## src/rtl/core/tlbf_pkg.sv

```systemverilog
`timescale 1ns / 1ps
// ----------------------------------------------------------------------------
// tlbf_pkg - shared types and constants for the TLB lookup / fill core
// Entry count, field widths, controller states and the command and status
// bundles between the controller and the datapath.
// ----------------------------------------------------------------------------
package tlbf_pkg;

    localparam int TLB_ENTRIES = 8;
    localparam int IDX_W       = (TLB_ENTRIES > 1) ? $clog2(TLB_ENTRIES) : 1;

    localparam int VA_W        = 32;
    localparam int PAGE_SHIFT  = 10;
    localparam int OFFSET_W    = PAGE_SHIFT;
    localparam int PAGE_W      = VA_W - PAGE_SHIFT;
    localparam int FRAME_W     = 16;
    localparam int DATE_W      = 32;
    localparam int PA_W        = FRAME_W + OFFSET_W;

    localparam logic MODE_LOOKUP = 1'b0;
    localparam logic MODE_FILL   = 1'b1;

    typedef enum logic [2:0] {
        ST_IDLE,
        ST_EVAL,
        ST_SCAN,
        ST_WRITE,
        ST_FINISH
    } tlbf_state_t;

    typedef struct packed {
        logic latch_in;
        logic write_free;
        logic scan_start;
        logic scan_step;
        logic write_victim;
        logic load_out;
    } tlbf_cmd_t;

    typedef struct packed {
        logic is_fill;
        logic has_free;
        logic out_free;
        logic scan_last;
    } tlbf_status_t;

endpackage

```

## src/rtl/core/tlbf_ctrl.sv

```systemverilog
`timescale 1ns / 1ps
// ----------------------------------------------------------------------------
// tlbf_ctrl - sequencing controller
// Accepts an item, then steps the datapath through lookup, free-slot fill or
// oldest-entry scan and replacement, and hands the result to the output stage.
// ----------------------------------------------------------------------------
module tlbf_ctrl (
    input  logic                  aclk,
    input  logic                  aresetn,
    input  logic                  s_valid,
    output logic                  s_ready,
    input  tlbf_pkg::tlbf_status_t status,
    output tlbf_pkg::tlbf_cmd_t   cmd
);

    tlbf_pkg::tlbf_state_t state_reg;
    tlbf_pkg::tlbf_state_t state_next;

    always_ff @(posedge aclk) begin
        if (!aresetn) begin
            state_reg <= tlbf_pkg::ST_IDLE;
        end else begin
            state_reg <= state_next;
        end
    end

    always_comb begin
        state_next = state_reg;
        cmd        = '0;
        s_ready    = 1'b0;
        unique case (state_reg)
            tlbf_pkg::ST_IDLE: begin
                s_ready = 1'b1;
                if (s_valid) begin
                    cmd.latch_in = 1'b1;
                    state_next   = tlbf_pkg::ST_EVAL;
                end
            end
            tlbf_pkg::ST_EVAL: begin
                if (status.is_fill && !status.has_free) begin
                    cmd.scan_start = 1'b1;
                    state_next = (tlbf_pkg::TLB_ENTRIES > 1) ? tlbf_pkg::ST_SCAN
                                                             : tlbf_pkg::ST_WRITE;
                end else begin
                    cmd.write_free = status.is_fill;
                    if (status.out_free) begin
                        cmd.load_out = 1'b1;
                        state_next   = tlbf_pkg::ST_IDLE;
                    end else begin
                        state_next   = tlbf_pkg::ST_FINISH;
                    end
                end
            end
            tlbf_pkg::ST_SCAN: begin
                cmd.scan_step = 1'b1;
                if (status.scan_last) begin
                    state_next = tlbf_pkg::ST_WRITE;
                end
            end
            tlbf_pkg::ST_WRITE: begin
                cmd.write_victim = 1'b1;
                if (status.out_free) begin
                    cmd.load_out = 1'b1;
                    state_next   = tlbf_pkg::ST_IDLE;
                end else begin
                    state_next   = tlbf_pkg::ST_FINISH;
                end
            end
            tlbf_pkg::ST_FINISH: begin
                if (status.out_free) begin
                    cmd.load_out = 1'b1;
                    state_next   = tlbf_pkg::ST_IDLE;
                end
            end
            default: begin
                state_next = tlbf_pkg::ST_IDLE;
            end
        endcase
    end

endmodule

```

## src/rtl/core/tlbf_datapath.sv

```systemverilog
`timescale 1ns / 1ps
// ----------------------------------------------------------------------------
// tlbf_datapath - entry storage, match logic, victim scan and output stage
// Holds the entries, compares all pages in parallel, walks creation dates
// one entry per cycle for replacement and registers the result item.
// ----------------------------------------------------------------------------
module tlbf_datapath (
    input  logic                            aclk,
    input  logic                            aresetn,
    input  logic                            s_mode,
    input  logic [tlbf_pkg::VA_W-1:0]       s_virtual_address,
    input  logic [tlbf_pkg::FRAME_W-1:0]    s_fill_frame,
    input  logic [tlbf_pkg::DATE_W-1:0]     s_request_date,
    output logic                            m_valid,
    input  logic                            m_ready,
    output logic [tlbf_pkg::PA_W-1:0]       m_physical_address,
    output logic                            m_hit,
    input  tlbf_pkg::tlbf_cmd_t             cmd,
    output tlbf_pkg::tlbf_status_t          status
);

    localparam int N = tlbf_pkg::TLB_ENTRIES;

    // latched request
    logic                              mode_reg;
    logic [tlbf_pkg::PAGE_W-1:0]       page_reg;
    logic [tlbf_pkg::OFFSET_W-1:0]     offset_reg;
    logic [tlbf_pkg::FRAME_W-1:0]      frame_in_reg;
    logic [tlbf_pkg::DATE_W-1:0]       date_reg;

    // entries
    logic [N-1:0]                      valid_reg;
    logic [tlbf_pkg::PAGE_W-1:0]       entry_page_reg    [N];
    logic [tlbf_pkg::FRAME_W-1:0]      entry_frame_reg   [N];
    logic [tlbf_pkg::DATE_W-1:0]       entry_created_reg [N];

    // victim scan
    logic [tlbf_pkg::IDX_W-1:0]        scan_idx_reg;
    logic [tlbf_pkg::IDX_W-1:0]        victim_reg;
    logic [tlbf_pkg::DATE_W-1:0]       best_date_reg;

    // output stage
    logic                              m_valid_reg;
    logic [tlbf_pkg::PA_W-1:0]         m_physical_address_reg;
    logic                              m_hit_reg;

    logic                              free_found;
    logic [tlbf_pkg::IDX_W-1:0]        free_idx;
    logic                              hit_found;
    logic [tlbf_pkg::IDX_W-1:0]        hit_idx;
    logic [tlbf_pkg::FRAME_W-1:0]      sel_frame;
    logic                              res_valid_addr;
    logic [tlbf_pkg::PA_W-1:0]         res_addr;
    logic                              wr_en;
    logic [tlbf_pkg::IDX_W-1:0]        wr_idx;

    always_ff @(posedge aclk) begin
        if (cmd.latch_in) begin
            mode_reg     <= s_mode;
            page_reg     <= s_virtual_address[tlbf_pkg::VA_W-1:tlbf_pkg::PAGE_SHIFT];
            offset_reg   <= s_virtual_address[tlbf_pkg::OFFSET_W-1:0];
            frame_in_reg <= s_fill_frame;
            date_reg     <= s_request_date;
        end
    end

    // lowest-index invalid entry and lowest-index matching entry
    always_comb begin
        free_found = 1'b0;
        free_idx   = '0;
        hit_found  = 1'b0;
        hit_idx    = '0;
        for (int i = N - 1; i >= 0; i--) begin
            if (!valid_reg[i]) begin
                free_found = 1'b1;
                free_idx   = tlbf_pkg::IDX_W'(i);
            end
            if (valid_reg[i] && (entry_page_reg[i] == page_reg)) begin
                hit_found = 1'b1;
                hit_idx   = tlbf_pkg::IDX_W'(i);
            end
        end
    end

    assign sel_frame      = (mode_reg == tlbf_pkg::MODE_FILL) ? frame_in_reg
                                                              : entry_frame_reg[hit_idx];
    assign res_valid_addr = (mode_reg == tlbf_pkg::MODE_FILL) || hit_found;
    assign res_addr       = res_valid_addr ? {sel_frame, offset_reg} : '0;

    assign wr_en  = cmd.write_free || cmd.write_victim;
    assign wr_idx = cmd.write_victim ? victim_reg : free_idx;

    always_ff @(posedge aclk) begin
        if (!aresetn) begin
            valid_reg <= '0;
        end else if (wr_en) begin
            valid_reg[wr_idx] <= 1'b1;
        end
    end

    always_ff @(posedge aclk) begin
        if (wr_en) begin
            entry_page_reg[wr_idx]    <= page_reg;
            entry_frame_reg[wr_idx]   <= frame_in_reg;
            entry_created_reg[wr_idx] <= date_reg;
        end
    end

    // oldest date, strict compare keeps the lowest index on ties
    always_ff @(posedge aclk) begin
        if (cmd.scan_start) begin
            scan_idx_reg  <= tlbf_pkg::IDX_W'(1);
            victim_reg    <= '0;
            best_date_reg <= entry_created_reg[0];
        end else if (cmd.scan_step) begin
            if (entry_created_reg[scan_idx_reg] < best_date_reg) begin
                best_date_reg <= entry_created_reg[scan_idx_reg];
                victim_reg    <= scan_idx_reg;
            end
            scan_idx_reg <= scan_idx_reg + tlbf_pkg::IDX_W'(1);
        end
    end

    always_ff @(posedge aclk) begin
        if (!aresetn) begin
            m_valid_reg <= 1'b0;
        end else if (cmd.load_out) begin
            m_valid_reg <= 1'b1;
        end else if (m_ready) begin
            m_valid_reg <= 1'b0;
        end
    end

    always_ff @(posedge aclk) begin
        if (cmd.load_out) begin
            m_physical_address_reg <= res_addr;
            m_hit_reg              <= res_valid_addr;
        end
    end

    assign m_valid            = m_valid_reg;
    assign m_physical_address = m_physical_address_reg;
    assign m_hit              = m_hit_reg;

    assign status.is_fill   = (mode_reg == tlbf_pkg::MODE_FILL);
    assign status.has_free  = free_found;
    assign status.out_free  = !m_valid_reg || m_ready;
    assign status.scan_last = (scan_idx_reg == tlbf_pkg::IDX_W'(N - 1));

    a_single_write: assert property (@(posedge aclk) disable iff (!aresetn)
        !(cmd.write_free && cmd.write_victim))
        else $error("free-slot and victim write in the same cycle");

    a_load_when_free: assert property (@(posedge aclk) disable iff (!aresetn)
        cmd.load_out |-> (!m_valid_reg || m_ready))
        else $error("result loaded over an untaken item");

    a_fill_hits: assert property (@(posedge aclk) disable iff (!aresetn)
        (cmd.load_out && mode_reg == tlbf_pkg::MODE_FILL) |=> (m_valid_reg && m_hit_reg))
        else $error("fill result without hit");

    a_valid_sticky: assert property (@(posedge aclk) disable iff (!aresetn)
        ((valid_reg & $past(valid_reg)) == $past(valid_reg)))
        else $error("entry valid bit dropped");

    a_write_sets_valid: assert property (@(posedge aclk) disable iff (!aresetn)
        wr_en |=> valid_reg[$past(wr_idx)])
        else $error("written entry not valid");

endmodule

```

## src/rtl/core/tlb_lookup_fifo_fill_core.sv

```systemverilog
`timescale 1ns / 1ps
// ----------------------------------------------------------------------------
// tlb_lookup_fifo_fill_core - fully associative TLB, 1 KiB pages
// Lookup returns (frame << 10) + offset of the lowest-index valid match, or
// 0 with hit low. Fill writes the lowest invalid entry, else replaces the
// entry with the oldest creation date (lowest index on ties).
// ----------------------------------------------------------------------------
// Sequence: lookups and free-slot fills are evaluated in ST_EVAL and loaded
//   into the output register from there; a fill into a full buffer first
//   runs the one-entry-per-cycle date scan (ST_SCAN) and the victim write.
// Throughput: one item in flight; a new item is accepted only once the last
//   result is loaded into the output register, which waits on m_ready.
// Reset: aresetn (sync, active low) invalidates every entry and empties the
//   output stage; entry contents are left as they are.
// ----------------------------------------------------------------------------
module tlb_lookup_fifo_fill_core (
    input  logic                            aclk,
    input  logic                            aresetn,
    input  logic                            s_valid,
    output logic                            s_ready,
    input  logic                            s_mode,
    input  logic [tlbf_pkg::VA_W-1:0]       s_virtual_address,
    input  logic [tlbf_pkg::FRAME_W-1:0]    s_fill_frame,
    input  logic [tlbf_pkg::DATE_W-1:0]     s_request_date,
    output logic                            m_valid,
    input  logic                            m_ready,
    output logic [tlbf_pkg::PA_W-1:0]       m_physical_address,
    output logic                            m_hit
);

    // command / status bundle between sequencer and datapath
    tlbf_pkg::tlbf_cmd_t    cmd;
    tlbf_pkg::tlbf_status_t status;

    // Controller: one item in flight. It latches the item, evaluates it,
    // runs the replacement scan when the buffer is full, and waits for the
    // output register to drain before loading the next result.
    tlbf_ctrl u_ctrl (
        .aclk    (aclk),
        .aresetn (aresetn),
        .s_valid (s_valid),
        .s_ready (s_ready),
        .status  (status),
        .cmd     (cmd)
    );

    // Datapath: entries, parallel page compare, serial oldest-date search and
    // the registered output item. The output register lets a finished item
    // wait on m_ready while the next item is already accepted.
    tlbf_datapath u_datapath (
        .aclk               (aclk),
        .aresetn            (aresetn),
        .s_mode             (s_mode),
        .s_virtual_address  (s_virtual_address),
        .s_fill_frame       (s_fill_frame),
        .s_request_date     (s_request_date),
        .m_valid            (m_valid),
        .m_ready            (m_ready),
        .m_physical_address (m_physical_address),
        .m_hit              (m_hit),
        .cmd                (cmd),
        .status             (status)
    );

endmodule
```

## config.mk

```make
export PLATFORM = sky130hd
export DESIGN_NAME = tlb_lookup_fifo_fill_core
export DESIGN_NICKNAME = d
export VERILOG_FILES = /design/src/rtl/core/tlbf_pkg.sv /design/src/rtl/core/tlbf_ctrl.sv /design/src/rtl/core/tlbf_datapath.sv /design/src/rtl/core/tlb_lookup_fifo_fill_core.sv
export SDC_FILE = /design/constraint.sdc
export NUM_CORES = 1
export LEC_CHECK = 0
export ABC_AREA = 1
export BUFFER_PORTS_ARGS = -buffer_cell sky130_fd_sc_hd__buf_2
export CORE_UTILIZATION = 40
export CTS_BUF_LIST = sky130_fd_sc_hd__clkbuf_16
export CTS_CLUSTER_SIZE = 14
export DETAILED_ROUTE_END_ITERATION = 8
export PLACE_DENSITY = 0.56
export SETUP_SLACK_MARGIN = 0.3
export SYNTH_ARGS = -nofsm -noshare
export SYNTH_HDL_FRONTEND = slang
export SYNTH_HIERARCHICAL = 1
export SYNTH_SLANG_ARGS = --single-unit
```

## constraint.sdc

```tcl
create_clock -name aclk -period 5.55 [get_ports aclk]
set_input_delay 1.3875 -clock aclk [delete_from_list [all_inputs] [get_ports aclk]]
set_output_delay 1.3875 -clock aclk [all_outputs]
set_load 0.05 [all_outputs]
```

### Word level (Yosys, flattened, before mapping)

Memories as Yosys holds them, arrays and structs flattened. A register that Yosys moved wholly into a read port is not among the register bits.
Index checks and enable logic that the tools add are counted.

* add/subtract/negate cells: 1
* $lt $le $gt $ge: 3
* equality and inequality tests: 16
* multiplexer cells: 62
* bitwise operators: 1
* reductions and logical operators: 23

Operator list (number)
* $eq A22 B22 Y1: 8
* $mux W32: 3
* $mux W3: 24
* $lt A32 B32 Y1: 1
* $mux W1: 30
* $mux W16: 1
* $pmux W3 S5: 1
* $logic_and A1 B1 Y1: 10
* $or A8 B8 Y8: 1
* $eq A3 B2 Y1 const B: 2
* $eq A3 B3 Y1 const B: 2
* $ne A2 B2 Y1 const B: 3
* $reduce_bool A2 Y1: 3
* $lt A3 B4 Y1 const B: 1
* $reduce_and A2 Y1: 2
* $add A3 B1 Y3 const B: 1
* $demux W1 S3: 1
* $eq A3 B1 Y1 const B: 1
* $ge A3 B1 Y1 const B: 1
* $logic_not A3 Y1: 1
* $logic_or A1 B1 Y1: 3
* $reduce_and A3 Y1: 1
* $logic_not A1 Y1: 2
* $mux W2: 1
* 2 further kinds: 2

* flip-flop bits (word level): 158
* RAM bits: 560
* input bits: 85
* output and inout port bits: 29
* word-level logic and storage cells: 122
* memories: 3

Memories
* u_datapath.entry_created_reg: depth 8, bits a word 32, read ports 2, clocked after memory_dff 1, write ports 1, RTL line tlbf_datapath.sv:35 `logic [tlbf_pkg::DATE_W-1:0] entry_created_reg [N];`
* u_datapath.entry_page_reg: depth 8, bits a word 22, read ports 8, clocked after memory_dff 0, write ports 1, RTL line tlbf_datapath.sv:33 `logic [tlbf_pkg::PAGE_W-1:0] entry_page_reg [N];`
* u_datapath.entry_frame_reg: depth 8, bits a word 16, read ports 1, clocked after memory_dff 0, write ports 1, RTL line tlbf_datapath.sv:34 `logic [tlbf_pkg::FRAME_W-1:0] entry_frame_reg [N];`

### Logic depth before layout (Yosys ltp)

* depth after elaboration: 15
* depth in mapped cells: 23
* depth with buffers taken out: 20

### Hierarchy

Netlist, hierarchy kept.

Modules (own cells, without submodules)
* tlbf_datapath: instances 1, cells an instance 2814, area an instance 31340.1 sq um, seq. area each 21380.5 sq um
* tlbf_ctrl: instances 1, cells an instance 41, area an instance 230.2 sq um, seq. area each 60.1 sq um

### Least setup slack after synthesis

OpenSTA, ideal clock, no wires.

* kind: input port to flip-flop
* start: input port s_valid
* end: register u_datapath/date_reg[0] (netlist name) (enable)
* library setup time: 0.521 ns
* arrival: 4.792 ns
* data required time: 5.029 ns
* slack: 0.237 ns
* stages: 2
* path buffers: 0
* cells stage by stage: inv_1 > nor2_1

RTL lines
* start, declared: RTL line tlb_lookup_fifo_fill_core.sv:19 `input logic s_valid,`
* end signal, assigned: RTL line tlbf_datapath.sv:63 `date_reg <= s_request_date;`
* end, declared: RTL line tlbf_datapath.sv:29 `logic [tlbf_pkg::DATE_W-1:0] date_reg;`

==> out/qor.yml <==
run_status:
  status: "finished clean"
synthesis:
  synth_seq_cells: 721
  synth_nets: 2973
  netlist_instances: 2855
  synth_cell_types: 45
  syn_avg_cell_area_sq_um: 11.1
  syn-cell-area_sq_mm: 0.0316
  ys_warn_count: 6
  synth_ff_type: "edfxtp_1"
  async_reset_ff_share_pct: 0
  yosysSeqAreaShare_pct: 67.9
  synth_edf_count: 700
route:
  postRouteAntennaNets: 0
  vias: 21187
  drc: 0
  drtIter0Drc: 1590
  drtPass1Iterations: 5
  wl_per_cell_microns: 20.1
  routed_wl_microns: 82500
  vias_per_cell: 5.17
finish:
  fill_cells: 7086
  ff_latch_area_sq_mm: 0.0214
  layout.nets: 3108
  largest_reg_flops: 256
  finish.utilization_pct: 46.3
  layout-drive-gt1-share_pct: 12.4
  final_cells: 4099
  area_growth_pct: 14.1
  multi_input_area_sq_mm: 0.00819
sta:
  hold_ws_ns: 0.480
  relSlewSlack_pct: 20.7
  rsz0062_at_grt: "false"
  post-route-period-util_pct: 72.6
  hold_viol_final: 0
  finalSetupViolCount: 0
  min_period_ns: 4.03
  tns_ns: 0
  worst_pin_slew_ns: 1.19
  maxSlewViolCount: 0
  fin_skew_ns: 0.0511
  fmax_mhz: 248
die:
  fp.dieH_microns: 283
  fp.dieW_microns: 283
  rows: 102
  start_util_pct: 40.6
  die-area_sq_mm: 0.0801
  coreArea_sq_mm: 0.0777
  io-pin-count: 114
global_routing:
  grt_pass1_vias: 21096
  grt_pass1_wl_microns: 126000
  grtUsageTotal_pct: 20.6
  grt_antenna_before_repair: 4
  grt_max_degree: 99
  grt-ovfl-total: 0
clock_network:
  cts.repair.resized: 0
  cts_made_buffers: 81
  h-tree-depth: 3
  post_cts_buffers: 0
  clock_path_buffers: 3
  root_buffer: "clkbuf_16"
  cts_tree: "done"
  cts_sinks: 721
  clock_latency_ns: 0.64
  postCtsHoldBufs: 0
  clk_pin_slew_ns: 0.06
power:
  vdd_ir_drop_max_v: 0.000248
  total_power_uw: 12300
  powerDensity_mw_per_mm2: 343
  p_leak_uw: 0.0140
worst_setup_path:
  r2r_cells: 14
  r2r-end: "u_datapath/best_date_reg[26]"
  slowest_delay_ns: 0.54
  crit_type: "register to register"
  worstPathArrival_ns: 4.33
  ff2ff_setup_slack_ns: 1.52
  cp_cell_sequence: "inv_4 > buf_12 > o21ai_0 > o22ai_1 > nor2_1 > a31oi_1 > ha_1 > a21oi_1 > o21ai_0 > a2111oi_0 > buf_4 > nand2_1 > nand2_1 > buf_4"
  start_kind: "register"
  critPathTopFamily: "compound AO/OA/AOI/OAI gates"
  cp_slowest_cell: "a2111oi_0"
  required_ns: 5.85
  crit_buf_inv: 4
  crit_fanout: 98
  crit_path_end_kind: "register"
place:
  io_buffers: 113
  dp_hpwl_microns: 49700
  dp_cells: 3947
  gp_congestion: 0.888
worst_hold_path:
  min_to: "u_datapath/victim_reg[0]"
  min_from: "u_datapath/victim_reg[0]"
  hold_class: "register to register"
  holdPathStages: 2
run:
  maxCapViolCount: 0
-- final cells by class --
type,instances,area share (%)
multi-input combinational,1646,22.7
sequential,721,59.5
antenna,1,0.00695
inverter,368,3.85
clock buffer,81,5.63
clock inverter,70,1.47
timing repair buffer,172,3.15
tap,1040,3.61
-- placed cells by master, fill, tap and decap left out, types with 5 or more instances in the layout --
| cell type | count |
|---|---|
| a21oi_1 | 64 |
| a21oi_2 | 10 |
| a31oi_1 | 33 |
| buf_12 | 10 |
| buf_2 | 113 |
| buf_4 | 49 |
| clkbuf_16 | 81 |
| clkinv_1 | 17 |
| clkinv_2 | 11 |
| dfxtp_1 | 19 |
| edfxtp_1 | 700 |
| ha_1 | 33 |
| inv_1 | 372 |
| inv_2 | 22 |
| nand2_1 | 484 |
| nand2_2 | 8 |
| nand3_1 | 174 |
| nand3_2 | 13 |
| nand3b_1 | 23 |
| nand4_1 | 50 |
| nor2_1 | 341 |
| nor2_4 | 9 |
| nor3_1 | 24 |
| nor4_1 | 11 |
| o21a_1 | 5 |
| o21ai_0 | 210 |
| o21ai_1 | 8 |
| o22ai_1 | 40 |
| or2_1 | 7 |
| or2_2 | 25 |
| xnor2_1 | 24 |
| xor2_1 | 25 |
-- where the power goes --
group | switching, uW | leakage, uW | total, uW | internal [uW]
clock network | 2190 | 0.00134 | 5060 | 2870
logic | 742 | 0.00615 | 1060 | 319
registers | 94.9 | 0.00654 | 6210 | 6120
-- cells in the mapped netlist (2+ instances only) --
library cell | n | area, sq um
nor2_2 | 3 | 18.8
a21oi_2 | 10 | 87.6
xor2_1 | 25 | 219
o21a_1 | 5 | 37.5
or2_1 | 7 | 43.8
xnor2_1 | 24 | 210
buf_4 | 12 | 90.1
a21oi_1 | 65 | 325
nor3b_1 | 2 | 15.0
ha_1 | 33 | 413
nand2_1 | 485 | 1820
edfxtp_1 | 700 | 21000
buf_6 | 13 | 146
nand2_2 | 7 | 43.8
dfxtp_1 | 21 | 420
nor2_1 | 350 | 1310
a211oi_1 | 2 | 15.0
buf_1 | 8 | 30.0
a31oi_1 | 33 | 206
o22ai_1 | 40 | 250
nor3_2 | 2 | 20.0
nand3b_1 | 23 | 173
nor4_1 | 11 | 68.8
nand3_2 | 13 | 130
o21ai_1 | 8 | 40.0
o2111ai_1 | 4 | 35.0
nor3_1 | 24 | 120
inv_2 | 20 | 75.1
clkbuf_1 | 50 | 188
or2_2 | 25 | 156
buf_2 | 37 | 185
a2111oi_0 | 2 | 17.5
nand4_1 | 50 | 313
and3_1 | 2 | 12.5
nand3_1 | 174 | 871
inv_1 | 347 | 1300
o21ai_0 | 210 | 1050
-- layer usage --
metal | track usage, % | vias to the layer above | part of all wire (%)
met4 | 5.79 | 6 | 2.3
met2 | 33.5 | 623 | 46
met1 | 28.7 | 10351 | 45
met3 | 2.95 | 143 | 6.0
met5 | 0 | - | 0.048
li1 | - | 10064 | -
-- worst max-delay path by stage --
stage / to / cells past startpoint / from
floorplan: u_datapath/entry_created_reg[0][0] / 12 / u_ctrl/state_reg[1]
global placement: u_datapath/best_date_reg[31] / 18 / register
detailed placement: u_datapath/best_date_reg[28] / 16 / register
CTS: u_datapath/best_date_reg[26] / 16 / register
global route: u_datapath/best_date_reg[26] / 16 / register
finish: u_datapath/best_date_reg[26] / 14 / register
-- per-stage QoR --
stage / setup WS [ns] / area, sq um
global placement: 1.71 / 33500
CTS: 1.59 / 36000
detailed placement: 1.62 / 33500
finish: 1.52 / 36000
global route: 1.21 / 36000
floorplan: 0.604 / 31600
-- kinds of logic (layout without fill, tap and decap cells) --
group | Yosys count | count (layout) | share of synthesized area [%]
flops | 721 | 721 | 67.9
simple gates | 1182 | 1182 | 16.4
xor+xnor | 49 | 49 | 1.36
other cells | 0 | 1 | 0
buf+inv | 488 | 691 | 6.40
fa+ha+maj | 33 | 33 | 1.31
compound gates | 382 | 382 | 6.65
-- tightest hold or removal path, cell delays in order (launching register included) --
cell and delay [ns]:
dfxtp_1 0.32, nand2_1 0.06, a21oi_1 0.05
(Power assumes the default switching activity.)
